$ cat src/hw/rtl/frame_index_to_ltc_timecode_top_defines.svh
// assertion macros for the frame index to ltc timecode block
// used by frame_index_to_ltc_timecode_top; expects clk and rst_n in the including scope
`ifndef FRAME_INDEX_TO_LTC_TIMECODE_TOP_DEFINES_SVH
`define FRAME_INDEX_TO_LTC_TIMECODE_TOP_DEFINES_SVH

// same-cycle implication, disabled during reset
`define LTCTC_ASSERT_IMP(name, ante, cons) \
    name: assert property (@(posedge clk) disable iff (!rst_n) (ante) |-> (cons)) \
        else $error("ltc timecode check failed");

// next-cycle implication, disabled during reset
`define LTCTC_ASSERT_NXT(name, ante, cons) \
    name: assert property (@(posedge clk) disable iff (!rst_n) (ante) |=> (cons)) \
        else $error("ltc timecode check failed");

`endif

$ cat src/hw/rtl/ltctc_pkg.sv
// shared types, constants and helpers for the ltc timecode converter
// no dependencies; used by the cfg and frame interfaces, the top level and the checker
package ltctc_pkg;

    localparam int FRAME_INDEX_W = 32;
    localparam int CFG_INDEX_W   = 2;
    localparam int CFG_DATA_W    = 6;
    localparam int RATE_W        = 5;
    localparam int SEC_W         = 6;

    // configuration register indexes
    typedef enum logic [CFG_INDEX_W-1:0] {
        CFG_FPS  = 2'd0,
        CFG_DROP = 2'd1,
        CFG_LTC  = 2'd2
    } cfg_reg_t;

    localparam logic [5:0] FPS_RESET       = 6'd25;
    localparam logic [5:0] FPS_HALVE_ABOVE = 6'd30;
    localparam logic [5:0] FPS_GROUP_LO    = 6'd25;
    localparam logic [5:0] FPS_GROUP_HI    = 6'd50;
    localparam logic [5:0] SEC_PER_MIN     = 6'd60;
    localparam logic [RATE_W-1:0] RATE_GROUP = 5'd25;

    // tens and units of a value below 64
    typedef struct packed {
        logic [2:0] tens;
        logic [3:0] units;
    } bcd_t;

    // sideband carried through the second and third dividers
    typedef struct packed {
        logic              f2;
        logic [RATE_W-1:0] frames;
    } side2_t;

    typedef struct packed {
        logic              f2;
        logic [RATE_W-1:0] frames;
        logic [SEC_W-1:0]  secs;
    } side3_t;

    // one timecode result
    typedef struct packed {
        logic [3:0] frame_units;
        logic [1:0] frame_tens;
        logic [3:0] second_units;
        logic [2:0] second_tens;
        logic [3:0] minute_units;
        logic [2:0] minute_tens;
        logic [3:0] hour_units;
        logic [1:0] hour_tens;
        logic       drop_flag;
        logic       field_mark;
        logic       group_flag_bit;
        logic       hours_overflow;
    } result_t;

    // split a value below 64 into decimal digits, x/10 as (x*205)>>11
    function automatic bcd_t bcd_split(input logic [5:0] x);
        logic [13:0] prod;
        logic [2:0]  q;
        logic [5:0]  q10;
        logic [5:0]  diff;
        bcd_t        r;
        prod    = 14'(x) * 14'd205;
        q       = prod[13:11];
        q10     = {q, 3'b000} + {2'b00, q, 1'b0};
        diff    = x - q10;
        r.tens  = q;
        r.units = diff[3:0];
        return r;
    endfunction

endpackage

$ cat src/hw/rtl/ltctc_in_if.sv
// frame index input channel: valid/ready handshake with index and field mark
// depends on ltctc_pkg
interface ltctc_in_if;
    logic                                 valid;
    logic                                 ready;
    logic [ltctc_pkg::FRAME_INDEX_W-1:0]  frame_index;
    logic                                 second_field;

    modport source (output valid, output frame_index, output second_field, input ready);
    modport sink   (input valid, input frame_index, input second_field, output ready);
endinterface

$ cat src/hw/rtl/ltctc_out_if.sv
// timecode result channel: valid/ready handshake with bcd digits and flag bits
// no package dependency
interface ltctc_out_if;
    logic       valid;
    logic       ready;
    logic [3:0] frame_units;
    logic [1:0] frame_tens;
    logic [3:0] second_units;
    logic [2:0] second_tens;
    logic [3:0] minute_units;
    logic [2:0] minute_tens;
    logic [3:0] hour_units;
    logic [1:0] hour_tens;
    logic       drop_flag;
    logic       field_mark;
    logic       group_flag_bit;
    logic       hours_overflow;

    modport source (
        output valid, output frame_units, output frame_tens, output second_units,
        output second_tens, output minute_units, output minute_tens, output hour_units,
        output hour_tens, output drop_flag, output field_mark, output group_flag_bit,
        output hours_overflow, input ready
    );
    modport sink (
        input valid, input frame_units, input frame_tens, input second_units,
        input second_tens, input minute_units, input minute_tens, input hour_units,
        input hour_tens, input drop_flag, input field_mark, input group_flag_bit,
        input hours_overflow, output ready
    );
endinterface

$ cat src/hw/rtl/ltctc_cfg_if.sv
// configuration write channel: valid/ready handshake with register index and data
// depends on ltctc_pkg
interface ltctc_cfg_if;
    logic                               valid;
    logic                               ready;
    logic [ltctc_pkg::CFG_INDEX_W-1:0]  index;
    logic [ltctc_pkg::CFG_DATA_W-1:0]   data;

    modport source (output valid, output index, output data, input ready);
    modport sink   (input valid, input index, input data, output ready);
endinterface

$ cat src/hw/rtl/ltctc_div.sv
// pipelined restoring divider, one quotient bit per stage, with a sideband
// that travels with each transaction; no package dependency
module ltctc_div #(
    parameter int DW = 32,
    parameter int VW = 5,
    parameter int SW = 1
) (
    input  logic          clk,
    input  logic          rst_n,
    input  logic          en,
    input  logic          in_valid,
    input  logic [DW-1:0] dividend,
    input  logic [VW-1:0] divisor,
    input  logic [SW-1:0] in_side,
    output logic          out_valid,
    output logic [DW-1:0] quotient,
    output logic [VW-1:0] remainder,
    output logic [SW-1:0] out_side
);

    // per stage: work holds remaining dividend bits on top, quotient bits below
    logic          valid_reg [DW];
    logic [DW-1:0] work_reg  [DW];
    logic [VW-1:0] rem_reg   [DW];
    logic [SW-1:0] side_reg  [DW];

    logic          valid_next [DW];
    logic [DW-1:0] work_next  [DW];
    logic [VW-1:0] rem_next   [DW];
    logic [SW-1:0] side_next  [DW];

    // one compare and subtract per stage
    always_comb
    begin : p_stage_next
        logic          v;
        logic [DW-1:0] w;
        logic [VW-1:0] r;
        logic [SW-1:0] sd;
        logic [VW:0]   trial;
        logic          fits;
        for (int s = 0; s < DW; s++)
        begin
            if (s == 0)
            begin
                v  = in_valid;
                w  = dividend;
                r  = '0;
                sd = in_side;
            end
            else
            begin
                v  = valid_reg[s-1];
                w  = work_reg[s-1];
                r  = rem_reg[s-1];
                sd = side_reg[s-1];
            end
            trial         = {r, w[DW-1]};
            fits          = (trial >= {1'b0, divisor});
            valid_next[s] = v;
            rem_next[s]   = fits ? VW'(trial - {1'b0, divisor}) : trial[VW-1:0];
            work_next[s]  = {w[DW-2:0], fits};
            side_next[s]  = sd;
        end
    end

    // stage valid bits
    always_ff @(posedge clk or negedge rst_n)
    begin
        if (!rst_n)
        begin
            for (int s = 0; s < DW; s++)
            begin
                valid_reg[s] <= 1'b0;
            end
        end
        else if (en)
        begin
            for (int s = 0; s < DW; s++)
            begin
                valid_reg[s] <= valid_next[s];
            end
        end
    end

    // stage payload
    always_ff @(posedge clk)
    begin
        if (en)
        begin
            for (int s = 0; s < DW; s++)
            begin
                work_reg[s] <= work_next[s];
                rem_reg[s]  <= rem_next[s];
                side_reg[s] <= side_next[s];
            end
        end
    end

    assign out_valid = valid_reg[DW-1];
    assign quotient  = work_reg[DW-1];
    assign remainder = rem_reg[DW-1];
    assign out_side  = side_reg[DW-1];

endmodule

$ cat src/hw/rtl/frame_index_to_ltc_timecode_top.sv
// frame index to smpte ltc timecode converter, top level
// depends on ltctc_pkg, the three channel interfaces, ltctc_div and the defines header
//
// Usage: frame indexes arrive on the frame channel (valid/ready), one
// timecode transaction leaves on the timecode channel for each of them, in
// order. Configuration registers (frame rate, drop flag, ltc parity) are
// written on the cfg channel, which is always ready; write them only while
// no transaction is in flight.
// Pipeline: an input stage, the bit-per-stage divider by the frame rate
// (INDEX_WIDTH stages), two stages that each divide by 60 through a shift
// and a reciprocal multiply, a digit stage and the output register.
// Throughput: one transaction per cycle while the receiver holds ready high.
// Reset: clears all valid bits and loads 25 fps, drop flag and parity off.
// Stall: when the receiver holds ready low, a skid register takes the next
// result and the whole pipeline then holds; frame.ready drops only while
// the skid register is full, so nothing is lost or repeated.
`include "frame_index_to_ltc_timecode_top_defines.svh"

module frame_index_to_ltc_timecode_top #(
    parameter int INDEX_WIDTH = 32
) (
    input  logic         clk,
    input  logic         rst_n,
    ltctc_cfg_if.sink    cfg,
    ltctc_in_if.sink     frame,
    ltctc_out_if.source  timecode
);

    localparam int IW = INDEX_WIDTH;
    localparam int HW = INDEX_WIDTH - 5;
    localparam int K  = HW + 3;
    localparam longint unsigned RECIP = ((64'd1 << K) + 64'd9) / 64'd10;
    localparam int K1 = IW + 2;
    localparam int K2 = HW + 2;
    localparam longint unsigned RECIP15_S = ((64'd1 << K1) + 64'd14) / 64'd15;
    localparam longint unsigned RECIP15_M = ((64'd1 << K2) + 64'd14) / 64'd15;
    localparam int RW  = ltctc_pkg::RATE_W;
    localparam int SCW = ltctc_pkg::SEC_W;

    // configuration registers
    logic [5:0] fps_reg;
    logic       drop_reg;
    logic       ltc_reg;

    assign cfg.ready = 1'b1;

    always_ff @(posedge clk or negedge rst_n)
    begin
        if (!rst_n)
        begin
            fps_reg  <= ltctc_pkg::FPS_RESET;
            drop_reg <= 1'b0;
            ltc_reg  <= 1'b0;
        end
        else if (cfg.valid)
        begin
            case (ltctc_pkg::cfg_reg_t'(cfg.index))
                ltctc_pkg::CFG_FPS:  fps_reg  <= cfg.data;
                ltctc_pkg::CFG_DROP: drop_reg <= cfg.data[0];
                ltctc_pkg::CFG_LTC:  ltc_reg  <= cfg.data[0];
                default: ;
            endcase
        end
    end

    // effective rate: zero counts as one, rates above 30 are halved
    logic [5:0]    rate_raw;
    logic          halve;
    logic [RW-1:0] rate_eff;

    assign rate_raw = (fps_reg == 6'd0) ? 6'd1 : fps_reg;
    assign halve    = (fps_reg > ltctc_pkg::FPS_HALVE_ABOVE);
    assign rate_eff = halve ? rate_raw[5:1] : rate_raw[RW-1:0];

    // pipeline advance, held only while the skid register is full
    logic advance;
    logic skid_valid_reg;

    assign advance     = !skid_valid_reg;
    assign frame.ready = advance;

    // input stage: mask the index and, at rates above 30, halve it
    logic          in_valid_reg;
    logic [IW-1:0] idx_reg;
    logic          f2_reg;
    logic [IW-1:0] idx_w;

    assign idx_w = frame.frame_index[IW-1:0];

    always_ff @(posedge clk or negedge rst_n)
    begin
        if (!rst_n)
        begin
            in_valid_reg <= 1'b0;
        end
        else if (advance)
        begin
            in_valid_reg <= frame.valid;
        end
    end

    always_ff @(posedge clk)
    begin
        if (advance)
        begin
            idx_reg <= halve ? {1'b0, idx_w[IW-1:1]} : idx_w;
            f2_reg  <= frame.second_field;
        end
    end

    // divide by the rate: total seconds and frames
    logic          d1_valid;
    logic [IW-1:0] d1_secs_total;
    logic [RW-1:0] d1_frames;
    logic          d1_f2;

    ltctc_div #(.DW(IW), .VW(RW), .SW(1)) u_div_rate (
        .clk       (clk),
        .rst_n     (rst_n),
        .en        (advance),
        .in_valid  (in_valid_reg),
        .dividend  (idx_reg),
        .divisor   (rate_eff),
        .in_side   (f2_reg),
        .out_valid (d1_valid),
        .quotient  (d1_secs_total),
        .remainder (d1_frames),
        .out_side  (d1_f2)
    );

    // divide by 60: total minutes as (secs/4) * (1/15), exact for IW-bit inputs
    logic [IW-2:0]         m1_recip;
    logic [2*IW-4:0]       m1_prod;
    logic                  m1_valid_reg;
    logic [HW-1:0]         m1_mins_total_reg;
    logic [SCW-1:0]        m1_secs_lo_reg;
    ltctc_pkg::side2_t     m1_side_reg;
    ltctc_pkg::side2_t     d1_side;

    assign d1_side.f2     = d1_f2;
    assign d1_side.frames = d1_frames;
    assign m1_recip       = (IW-1)'(RECIP15_S);
    assign m1_prod        = (2*IW-3)'(d1_secs_total[IW-1:2]) * (2*IW-3)'(m1_recip);

    always_ff @(posedge clk or negedge rst_n)
    begin
        if (!rst_n)
        begin
            m1_valid_reg <= 1'b0;
        end
        else if (advance)
        begin
            m1_valid_reg <= d1_valid;
        end
    end

    always_ff @(posedge clk)
    begin
        if (advance)
        begin
            m1_mins_total_reg <= m1_prod[2*IW-4:K1];
            m1_secs_lo_reg    <= d1_secs_total[SCW-1:0];
            m1_side_reg       <= d1_side;
        end
    end

    // divide by 60 again: hours; seconds are total - 60*q, i.e. low bits + 4*q mod 64
    logic [HW-2:0]         m2_recip;
    logic [2*HW-4:0]       m2_prod;
    logic [SCW-1:0]        m1_secs;
    logic                  m2_valid_reg;
    logic [HW-6:0]         m2_hours_reg;
    logic [SCW-1:0]        m2_mins_lo_reg;
    ltctc_pkg::side3_t     m2_side_reg;
    ltctc_pkg::side3_t     m1_side3;

    assign m2_recip        = (HW-1)'(RECIP15_M);
    assign m2_prod         = (2*HW-3)'(m1_mins_total_reg[HW-1:2]) * (2*HW-3)'(m2_recip);
    assign m1_secs         = m1_secs_lo_reg + {m1_mins_total_reg[3:0], 2'b00};
    assign m1_side3.f2     = m1_side_reg.f2;
    assign m1_side3.frames = m1_side_reg.frames;
    assign m1_side3.secs   = m1_secs;

    always_ff @(posedge clk or negedge rst_n)
    begin
        if (!rst_n)
        begin
            m2_valid_reg <= 1'b0;
        end
        else if (advance)
        begin
            m2_valid_reg <= m1_valid_reg;
        end
    end

    always_ff @(posedge clk)
    begin
        if (advance)
        begin
            m2_hours_reg   <= m2_prod[2*HW-4:K2];
            m2_mins_lo_reg <= m1_mins_total_reg[SCW-1:0];
            m2_side_reg    <= m1_side3;
        end
    end

    // hours, minutes and sideband into the digit stage
    logic                  d3_valid;
    logic [HW-1:0]         d3_hours;
    logic [SCW-1:0]        d3_mins;
    ltctc_pkg::side3_t     d3_side;

    assign d3_valid = m2_valid_reg;
    assign d3_hours = {5'b00000, m2_hours_reg};
    assign d3_mins  = m2_mins_lo_reg + {m2_hours_reg[3:0], 2'b00};
    assign d3_side  = m2_side_reg;

    // digit stage: small digits by multiply by 205 and shift, hours/10 by reciprocal multiply
    logic [HW-1:0]     recip;
    logic [2*HW-1:0]   hour_prod;
    logic              a_valid_reg;
    ltctc_pkg::bcd_t   a_fr_reg;
    ltctc_pkg::bcd_t   a_sec_reg;
    ltctc_pkg::bcd_t   a_min_reg;
    logic [3:0]        a_hlo_reg;
    logic [HW-4:0]     a_hq_reg;
    logic              a_f2_reg;

    assign recip     = HW'(RECIP);
    assign hour_prod = (2*HW)'(d3_hours) * (2*HW)'(recip);

    always_ff @(posedge clk or negedge rst_n)
    begin
        if (!rst_n)
        begin
            a_valid_reg <= 1'b0;
        end
        else if (advance)
        begin
            a_valid_reg <= d3_valid;
        end
    end

    always_ff @(posedge clk)
    begin
        if (advance)
        begin
            a_fr_reg  <= ltctc_pkg::bcd_split({1'b0, d3_side.frames});
            a_sec_reg <= ltctc_pkg::bcd_split(d3_side.secs);
            a_min_reg <= ltctc_pkg::bcd_split(d3_mins);
            a_hlo_reg <= d3_hours[3:0];
            a_hq_reg  <= hour_prod[2*HW-1:K];
            a_f2_reg  <= d3_side.f2;
        end
    end

    // result assembly: hour digits, parity and mark placement
    ltctc_pkg::result_t result;
    logic [3:0]         hq10_lo;
    logic               parity;
    logic               group_rate;

    assign hq10_lo    = {a_hq_reg[0], 3'b000} + {a_hq_reg[2:0], 1'b0};
    assign group_rate = (fps_reg == ltctc_pkg::FPS_GROUP_LO)
                        || (fps_reg == ltctc_pkg::FPS_GROUP_HI);

    always_comb
    begin
        result.frame_units    = a_fr_reg.units;
        result.frame_tens     = a_fr_reg.tens[1:0];
        result.second_units   = a_sec_reg.units;
        result.second_tens    = a_sec_reg.tens;
        result.minute_units   = a_min_reg.units;
        result.minute_tens    = a_min_reg.tens;
        result.hour_units     = a_hlo_reg - hq10_lo;
        result.hour_tens      = a_hq_reg[1:0];
        result.hours_overflow = |a_hq_reg[HW-4:2];
        result.drop_flag      = drop_reg;
        parity = ~(^{result.frame_units, result.frame_tens, result.second_units,
                     result.second_tens, result.minute_units, result.minute_tens,
                     result.hour_units, result.hour_tens, result.drop_flag});
        result.field_mark     = 1'b0;
        result.group_flag_bit = 1'b0;
        if (ltc_reg)
        begin
            if (rate_eff == ltctc_pkg::RATE_GROUP)
            begin
                result.group_flag_bit = parity;
            end
            else
            begin
                result.field_mark = parity;
            end
        end
        else if (a_f2_reg)
        begin
            if (group_rate)
            begin
                result.group_flag_bit = 1'b1;
            end
            else
            begin
                result.field_mark = 1'b1;
            end
        end
    end

    // output register with skid stage
    logic               push;
    logic               pop;
    logic               out_valid_reg;
    logic               out_valid_next;
    logic               skid_valid_next;
    ltctc_pkg::result_t out_data_reg;
    ltctc_pkg::result_t out_data_next;
    ltctc_pkg::result_t skid_data_reg;
    ltctc_pkg::result_t skid_data_next;

    assign push = advance && a_valid_reg;
    assign pop  = out_valid_reg && timecode.ready;

    always_comb
    begin
        out_valid_next  = out_valid_reg;
        out_data_next   = out_data_reg;
        skid_valid_next = skid_valid_reg;
        skid_data_next  = skid_data_reg;
        if (!out_valid_reg || pop)
        begin
            out_valid_next  = skid_valid_reg || push;
            out_data_next   = skid_valid_reg ? skid_data_reg : result;
            skid_valid_next = 1'b0;
        end
        else if (push)
        begin
            skid_valid_next = 1'b1;
            skid_data_next  = result;
        end
    end

    always_ff @(posedge clk or negedge rst_n)
    begin
        if (!rst_n)
        begin
            out_valid_reg  <= 1'b0;
            skid_valid_reg <= 1'b0;
        end
        else
        begin
            out_valid_reg  <= out_valid_next;
            skid_valid_reg <= skid_valid_next;
        end
    end

    always_ff @(posedge clk)
    begin
        out_data_reg  <= out_data_next;
        skid_data_reg <= skid_data_next;
    end

    assign timecode.valid          = out_valid_reg;
    assign timecode.frame_units    = out_data_reg.frame_units;
    assign timecode.frame_tens     = out_data_reg.frame_tens;
    assign timecode.second_units   = out_data_reg.second_units;
    assign timecode.second_tens    = out_data_reg.second_tens;
    assign timecode.minute_units   = out_data_reg.minute_units;
    assign timecode.minute_tens    = out_data_reg.minute_tens;
    assign timecode.hour_units     = out_data_reg.hour_units;
    assign timecode.hour_tens      = out_data_reg.hour_tens;
    assign timecode.drop_flag      = out_data_reg.drop_flag;
    assign timecode.field_mark     = out_data_reg.field_mark;
    assign timecode.group_flag_bit = out_data_reg.group_flag_bit;
    assign timecode.hours_overflow = out_data_reg.hours_overflow;

    // checks
    logic stall_push;
    logic digits_ok;

    assign stall_push = out_valid_reg && !timecode.ready && push;
    assign digits_ok  = (timecode.frame_units <= 4'd9) && (timecode.second_units <= 4'd9)
                        && (timecode.minute_units <= 4'd9) && (timecode.hour_units <= 4'd9)
                        && (timecode.second_tens <= 3'd5) && (timecode.minute_tens <= 3'd5);

    `LTCTC_ASSERT_IMP(a_skid_needs_out, skid_valid_reg, out_valid_reg)
    `LTCTC_ASSERT_NXT(a_skid_fills_on_stall, stall_push, skid_valid_reg)
    `LTCTC_ASSERT_IMP(a_digits_bcd, timecode.valid, digits_ok)
    `LTCTC_ASSERT_IMP(a_single_mark, timecode.valid, !(timecode.field_mark && timecode.group_flag_bit))

endmodule

$ cat src/flat_wrapper.sv
// flat-port wrapper written by rule: the top's interface ports become plain ports
module frame_index_to_ltc_timecode_top_flat 
#(
    parameter int INDEX_WIDTH = 32
)
  (clk, rst_n, cfg_valid, cfg_index, cfg_data, cfg_ready, frame_valid, frame_frame_index, frame_second_field, frame_ready, timecode_valid, timecode_frame_units, timecode_frame_tens, timecode_second_units, timecode_second_tens, timecode_minute_units, timecode_minute_tens, timecode_hour_units, timecode_hour_tens, timecode_drop_flag, timecode_field_mark, timecode_group_flag_bit, timecode_hours_overflow, timecode_ready);
  ltctc_cfg_if cfg_i ();
  ltctc_in_if frame_i ();
  ltctc_out_if timecode_i ();
  input  logic clk;
  input  logic rst_n;
  input wire logic [$bits(cfg_i.valid)-1:0] cfg_valid;
  input wire logic [$bits(cfg_i.index)-1:0] cfg_index;
  input wire logic [$bits(cfg_i.data)-1:0] cfg_data;
  output wire logic [$bits(cfg_i.ready)-1:0] cfg_ready;
  input wire logic [$bits(frame_i.valid)-1:0] frame_valid;
  input wire logic [$bits(frame_i.frame_index)-1:0] frame_frame_index;
  input wire logic [$bits(frame_i.second_field)-1:0] frame_second_field;
  output wire logic [$bits(frame_i.ready)-1:0] frame_ready;
  output wire logic [$bits(timecode_i.valid)-1:0] timecode_valid;
  output wire logic [$bits(timecode_i.frame_units)-1:0] timecode_frame_units;
  output wire logic [$bits(timecode_i.frame_tens)-1:0] timecode_frame_tens;
  output wire logic [$bits(timecode_i.second_units)-1:0] timecode_second_units;
  output wire logic [$bits(timecode_i.second_tens)-1:0] timecode_second_tens;
  output wire logic [$bits(timecode_i.minute_units)-1:0] timecode_minute_units;
  output wire logic [$bits(timecode_i.minute_tens)-1:0] timecode_minute_tens;
  output wire logic [$bits(timecode_i.hour_units)-1:0] timecode_hour_units;
  output wire logic [$bits(timecode_i.hour_tens)-1:0] timecode_hour_tens;
  output wire logic [$bits(timecode_i.drop_flag)-1:0] timecode_drop_flag;
  output wire logic [$bits(timecode_i.field_mark)-1:0] timecode_field_mark;
  output wire logic [$bits(timecode_i.group_flag_bit)-1:0] timecode_group_flag_bit;
  output wire logic [$bits(timecode_i.hours_overflow)-1:0] timecode_hours_overflow;
  input wire logic [$bits(timecode_i.ready)-1:0] timecode_ready;
  assign cfg_i.valid = cfg_valid;
  assign cfg_i.index = cfg_index;
  assign cfg_i.data = cfg_data;
  assign cfg_ready = cfg_i.ready;
  assign frame_i.valid = frame_valid;
  assign frame_i.frame_index = frame_frame_index;
  assign frame_i.second_field = frame_second_field;
  assign frame_ready = frame_i.ready;
  assign timecode_valid = timecode_i.valid;
  assign timecode_frame_units = timecode_i.frame_units;
  assign timecode_frame_tens = timecode_i.frame_tens;
  assign timecode_second_units = timecode_i.second_units;
  assign timecode_second_tens = timecode_i.second_tens;
  assign timecode_minute_units = timecode_i.minute_units;
  assign timecode_minute_tens = timecode_i.minute_tens;
  assign timecode_hour_units = timecode_i.hour_units;
  assign timecode_hour_tens = timecode_i.hour_tens;
  assign timecode_drop_flag = timecode_i.drop_flag;
  assign timecode_field_mark = timecode_i.field_mark;
  assign timecode_group_flag_bit = timecode_i.group_flag_bit;
  assign timecode_hours_overflow = timecode_i.hours_overflow;
  assign timecode_i.ready = timecode_ready;
  frame_index_to_ltc_timecode_top #(.INDEX_WIDTH(INDEX_WIDTH)) u_core (.clk(clk), .rst_n(rst_n), .cfg(cfg_i), .frame(frame_i), .timecode(timecode_i));
endmodule
$ cat config.mk
export PLATFORM = sky130hd
export DESIGN_NAME = frame_index_to_ltc_timecode_top_flat
export DESIGN_NICKNAME = d
export VERILOG_FILES = /design/src/hw/rtl/ltctc_pkg.sv /design/src/hw/rtl/ltctc_in_if.sv /design/src/hw/rtl/ltctc_out_if.sv /design/src/hw/rtl/ltctc_cfg_if.sv /design/src/hw/rtl/ltctc_div.sv /design/src/hw/rtl/frame_index_to_ltc_timecode_top.sv /design/src/flat_wrapper.sv
export VERILOG_INCLUDE_DIRS = /design/src /design/src/hw/rtl
export SDC_FILE = /design/constraint.sdc
export NUM_CORES = 2
export LEC_CHECK = 0
export ABC_CLOCK_PERIOD_IN_PS = 39900
export BUFFER_PORTS_ARGS = -buffer_cell sky130_fd_sc_hd__buf_4
export CAP_MARGIN = 30
export CORE_MARGIN = 8
export CORE_UTILIZATION = 25
export DETAILED_ROUTE_END_ITERATION = 16
export GPL_ROUTABILITY_DRIVEN = 0
export GPL_TIMING_DRIVEN = 0
export SLEW_MARGIN = 20
export SYNTH_ARGS = -nofsm -noshare
export SYNTH_HDL_FRONTEND = slang
export SYNTH_HIERARCHICAL = 1
export SYNTH_SLANG_ARGS = --single-unit
$ cat constraint.sdc
create_clock -name clk -period 39.9 [get_ports clk]
set_clock_uncertainty 0.15 [all_clocks]
set_input_delay 7.98 -clock clk [delete_from_list [all_inputs] [get_ports clk]]
set_output_delay 7.98 -clock clk [all_outputs]
set_load 0.005 [all_outputs]
Word-level counts from Yosys, hierarchy flattened
Memories as Yosys holds them, arrays and structs flattened. A register that Yosys moved wholly into a read port is not among the register bits.
Cells that the tools add are included.
{"block": "word_totals", "register_bits": 261, "ram_bits": 1216, "in_bits": 46, "output_inout_bits": 33, "elab_cells": 238, "n_memories": 3}
{"memory": "u_core.u_div_rate.work_reg", "depth": 32, "word_bits": 32, "rd": 32, "rd_clocked_by_memory_dff": 0, "wr": 32, "line_no": "ltctc_div.sv:23", "rtl": "logic [DW-1:0] work_reg [DW];"}
{"memory": "u_core.u_div_rate.rem_reg", "depth": 32, "word_bits": 5, "rd": 32, "rd_clocked_by_memory_dff": 1, "wr": 32, "line_no": "ltctc_div.sv:24", "rtl": "logic [VW-1:0] rem_reg [DW];"}
{"memory": "u_core.u_div_rate.side_reg", "depth": 32, "word_bits": 1, "rd": 32, "rd_clocked_by_memory_dff": 1, "wr": 32, "line_no": "ltctc_div.sv:25", "rtl": "logic [SW-1:0] side_reg [DW];"}
{"block": "classes", "add_sub_neg": 42, "mul": 6, "magnitude_cmp": 33, "n_eq_ne": 5, "mux": 45, "n_bitwise": 2, "reduce_logical": 18}
{"op": "6-bit by 5-bit >= comparator with 1-bit output", "n": 31}
{"op": "5-bit two-way mux", "n": 33}
{"op": "5-bit subtractor", "n": 31}
{"op": "30-bit by 31-bit multiplier with 61-bit output (second input constant)", "n": 1}
{"op": "25-bit by 26-bit multiplier with 51-bit output (second input constant)", "n": 1}
{"op": "22-bit by 27-bit multiplier with 49-bit output (second input constant)", "n": 1}
{"op": "31-bit two-way mux", "n": 1}
{"op": "30-bit two-way mux", "n": 1}
{"op": "6-bit by 8-bit multiplier with 14-bit output (second input constant)", "n": 2}
{"op": "27-bit parity", "n": 1}
{"op": "22-bit OR reduction", "n": 1}
{"op": "4-bit subtractor", "n": 4}
{"op": "5-bit by 8-bit multiplier with 13-bit output (second input constant)", "n": 1}
{"op": "4-bit adder", "n": 3}
{"op": "6-bit adder", "n": 2}
{"op": "2-bit AND reduction", "n": 4}
{"op": "1-bit two-way mux", "n": 7}
{"op": "6-bit by 5-bit equality test with 1-bit output (second input constant)", "n": 1}
{"op": "6-bit equality test (second input constant)", "n": 1}
{"op": "6-bit by 5-bit greater-than comparator with 1-bit output (second input constant)", "n": 1}
{"op": "6-bit zero test", "n": 1}
{"op": "6-bit two-way mux", "n": 1}
{"op": "5-bit equality test (second input constant)", "n": 1}
{"op": "1-bit by 5-bit >= comparator with 1-bit output", "n": 1}
{"op": "other kinds (11)", "n": 19}

Logic depth before layout (Yosys ltp)
{"block": "logic_depth", "word_depth": 7, "mapped_depth": 27, "depth_no_buf": 27}

Hierarchy
The synthesis kept the hierarchy.
{"mod": "ltctc_div", "instances": 1, "cells_per_inst": 2302, "area_per_inst_um2": 46215.6, "seq_area_each_um2": 37315.8}
{"mod": "frame_index_to_ltc_timecode_top", "instances": 1, "cells_per_inst": 2880, "area_per_inst_um2": 32124.6, "seq_area_each_um2": 6840.3}

Least setup slack after synthesis
Ideal clock, no wire load.
{"block": "synth_timing", "path_kind": "register to register", "startpoint": "reg u_core.skid_valid_reg", "endpoint": "reg u_core.a_f2_reg (enable)", "arrival_time_ps": 25415, "slack_ps": 3853, "path_stages_with_launch": 3, "n_path_buf": 1, "synth_period_minus_slack_ps": 36047, "path_cell_list": "dfrtp_1 clkbuf_1 clkinv_1"}
{"item": "start: declaration", "line_no": "frame_index_to_ltc_timecode_top.sv:77", "rtl": "logic skid_valid_reg;"}
{"item": "start signal: assignment", "line_no": "frame_index_to_ltc_timecode_top.sv:350", "rtl": "skid_valid_reg <= skid_valid_next;"}
{"item": "end signal: assignment", "line_no": "frame_index_to_ltc_timecode_top.sv:252", "rtl": "a_f2_reg <= d3_side.f2;"}
{"item": "end: declaration", "line_no": "frame_index_to_ltc_timecode_top.sv:226", "rtl": "logic a_f2_reg;"}
No word-level cell between the ends.

Final worst setup path
{"block": "layout_timing", "startpoint": "reg u_core.skid_valid_reg", "endpoint": "out frame_ready"}
{"block": "layout_between", "elab_chain_cells": 1}
{"item": "1-bit zero test", "line_no": "frame_index_to_ltc_timecode_top.sv:79", "rtl": "assign advance = !skid_valid_reg;"}
{"item": "end: declaration", "line_no": "flat_wrapper.sv:19", "rtl": "output wire logic [$bits(frame_i.ready)-1:0] frame_ready;"}
Every way passes these cells.

==> out/metrics.cfg <==
[global_route]
grt_pass1_wl_mm = 212
antenna_found_initial = 1
track_usage = 0.0768
grt_max_degree = 94
first_global_vias = 41262
grt-ovfl-total = 0

[setup_path]
crit_fanout = 82
arrival_ns = 3.74
critical-path-max-stage-delay_ns = 0.73
critPathRequiredTime_ns = 31.77
worst-path-buf-inv = 5
path_delay_family = buffers and inverters
cp_slowest_cell = clkinv_4
worstPathCellList = clkbuf_1 > clkinv_4 > buf_16 > buf_16 > buf_4
cp-start-kind = register
end_kind = output pin
crit_type = register to output pin
crit_top_cell = buf_16

[routing]
drt_iter0_markers = 1935
drt-vias-per-instance = 3.99
detail_route.wl_per_cell_microns = 13.3
vias = 38728
drc = 0
antenna_left = 0
dr.pass1.iters = 7
routed_wl_mm = 129

[job]
cap_violations = 0

[timing]
hold_viol_final = 0
rsz0062_at_grt = no
layout_min_cycle_time_ns = 11.87
setup_viol = 0
fin_tns_setup_ns = 0
tightest_slew_ns = 0.928
slew_viol_final = 0
relSlewSlack = 0.381
period_share = 0.297
clock.fmax_mhz = 84.2

[synthesis]
async_reset_ff_frac = 0.0311
synth_cell_types = 81
yosysSeqAreaShare = 0.564
netlist_area_sq_mm = 0.0783
yosys_warnings = 6
syn_nets = 6552
ys_ff_latch = 1478
avgSynthCellArea_sq_um = 15.1
synth-edff-count = 1432
synthFlopType = edfxtp_1
syn_inst = 5182

[clocking]
post-cts-setup-buffers = 0
cts_resized = 0
cts_buffers = 160
cts_htree_levels = 4
clk_latency_ns = 0.80
tritoncts = done
path_clk_slew_ns = 0.06
root_buffer = clkbuf_16
ctsHoldBuffers = 0
clock_sinks = 1478
cts_buffer_depth = 4

[floorplanning]
die_area_sq_mm = 0.332
io_pins = 79
num_rows = 205
initial_core_util = 0.251
die_w_microns = 576
core_area_sq_mm = 0.312
die_h_microns = 576

[run_status]
status = finished clean

[placed_design]
placed_area_sq_mm = 0.0848
hpwl_mm = 94.6
io_buffers = 77

[cells_and_area]
design_area_sq_mm = 0.0899
fillers = 31239
final-seq-area_sq_mm = 0.0442
drive_above_1_share = 0.132
fin_nets = 6821
largest_reg_flops = 1024
multi_input_area_sq_mm = 0.0307
area_growth_syn_to_layout_pct = 14.8

[worst_hold_path]
holdCritPathClass = register to register

metrics by stage:
step | hold WS [ns] | utilization | setup WS [ns] | cells
after global placement | 0.250 | 0.270 | -15.22 | 9399
after CTS | 0.219 | 0.288 | 28.01 | 9708
after detailed placement | 0.255 | 0.272 | 28.86 | 9429
after global routing | 0.233 | 0.288 | 27.86 | 9709
after floorplan | 0.250 | - | 3.85 | 5182
final | 0.240 | 0.288 | 28.03 | 9710
worst reg2reg max path: cells and delay by family (launching register included):
family	cells	cell delay, ns
AOI/OAI and AO/OA	6	1.02
DFF	1	0.53
adders and majority gates	8	4.06
and+or+nand+nor	3	1.04
xor gates and xnor gates	1	0.13
buffers and inverters	4	0.26
logic make-up after synthesis:
group / count (synthesis) / synth area share
multiplexers: 228 / 0.0361
XOR/XNOR: 187 / 0.0209
adder cells (fa/ha/maj): 1324 / 0.251
other: 1 / 0.0000479
buffers and inverters: 890 / 0.0445
AND/OR/NAND/NOR: 591 / 0.0395
flip-flops: 1478 / 0.564
AO/OA/AOI/OAI: 483 / 0.0441
cell usage in the layout, fill, tap and decap left out, types with 15 or more instances in the layout:
cell type and n:
a21o_1 70, a21oi_1 154, buf_16 19, buf_4 118, bufinv_16 15, clkbuf_1 31
clkbuf_16 162, clkinv_1 29, clkinv_2 23, dfrtp_1 43, edfxtp_1 1432, fa_1 414
ha_1 910, inv_1 833, mux2_2 102, mux2_4 81, mux2i_1 32, nand2_1 131
nand2_2 38, nand3_1 35, nand4_1 23, nor2_1 155, nor2_4 31, nor2b_1 15
nor3_1 52, nor4_1 39, o21ai_0 46, o21ai_1 31, o21ai_2 46, o31ai_4 19
xnor2_1 120, xor2_1 66
worst paths after layout:
kind / startpoint / to / slack, ns / cells past startpoint
setup / recovery: u_core/skid_valid_reg / frame_ready / 28.03 / 5
hold / removal: u_core/u_div_rate/work_reg[0][373] / u_core/u_div_rate/work_reg[0][406] / 0.24 / 0
setup reg to reg: u_core/m2_hours_reg[7] / u_core/a_hq_reg[18] / 32.46 / 22
hold reg to reg: u_core/u_div_rate/work_reg[0][373] / u_core/u_div_rate/work_reg[0][406] / 0.24 / 0
max in group asynchronous: rst_n / u_core/a_valid_reg / 32.12 / 1
min in group asynchronous: rst_n / u_core/fps_reg[5] / 7.07 / 1
per-layer routing:
layer | up-vias | wire length (microns) | track usage
li1 | 18910 | - | -
met1 | 19102 | 59300 | 0.101
met2 | 499 | 61800 | 0.130
met3 | 217 | 4530 | 0.0142
met4 | 0 | 3110 | 0.0212
met5 | - | 0 | 0
synthesized netlist by cell type (15+ instances only):
| cell | count | share of area |
|---|---|---|
| mux2_4 | 81 | 0.016 |
| mux2_2 | 102 | 0.015 |
| nand2_2 | 38 | 0.0030 |
| a21o_1 | 70 | 0.0067 |
| inv_1 | 837 | 0.040 |
| fa_1 | 414 | 0.11 |
| nand3_1 | 35 | 0.0022 |
| nor3_1 | 52 | 0.0033 |
| nor2_1 | 155 | 0.0074 |
| nand4_1 | 23 | 0.0018 |
| buf_4 | 38 | 0.0036 |
| mux2i_1 | 32 | 0.0041 |
| edfxtp_1 | 1432 | 0.55 |
| a21oi_1 | 156 | 0.010 |
| o31ai_4 | 19 | 0.0052 |
| nor4_1 | 39 | 0.0031 |
| xnor2_1 | 121 | 0.014 |
| nor2b_1 | 15 | 0.0012 |
| ha_1 | 910 | 0.15 |
| nor2_4 | 31 | 0.0045 |
| o21ai_0 | 46 | 0.0029 |
| nand2_1 | 131 | 0.0063 |
| dfrtp_1 | 43 | 0.014 |
| o21ai_1 | 31 | 0.0020 |
| xor2_1 | 66 | 0.0074 |
| o21ai_2 | 46 | 0.0051 |
cell type report:
type                            instances  area share
Clock inverter                         96      0.0107
Sequential cell                      1478       0.491
Buffer                                 52     0.00380
Multi-Input combinational cell       2814       0.342
Clock buffer                          183      0.0461
Tap cell                             4140      0.0576
Inverter                              838      0.0351
Timing Repair Buffer                  107      0.0139
Antenna cell                            2   0.0000557
Power is not shown: default switching activity piles up to over one toggle a cycle in this logic, so the estimate is an artifact.
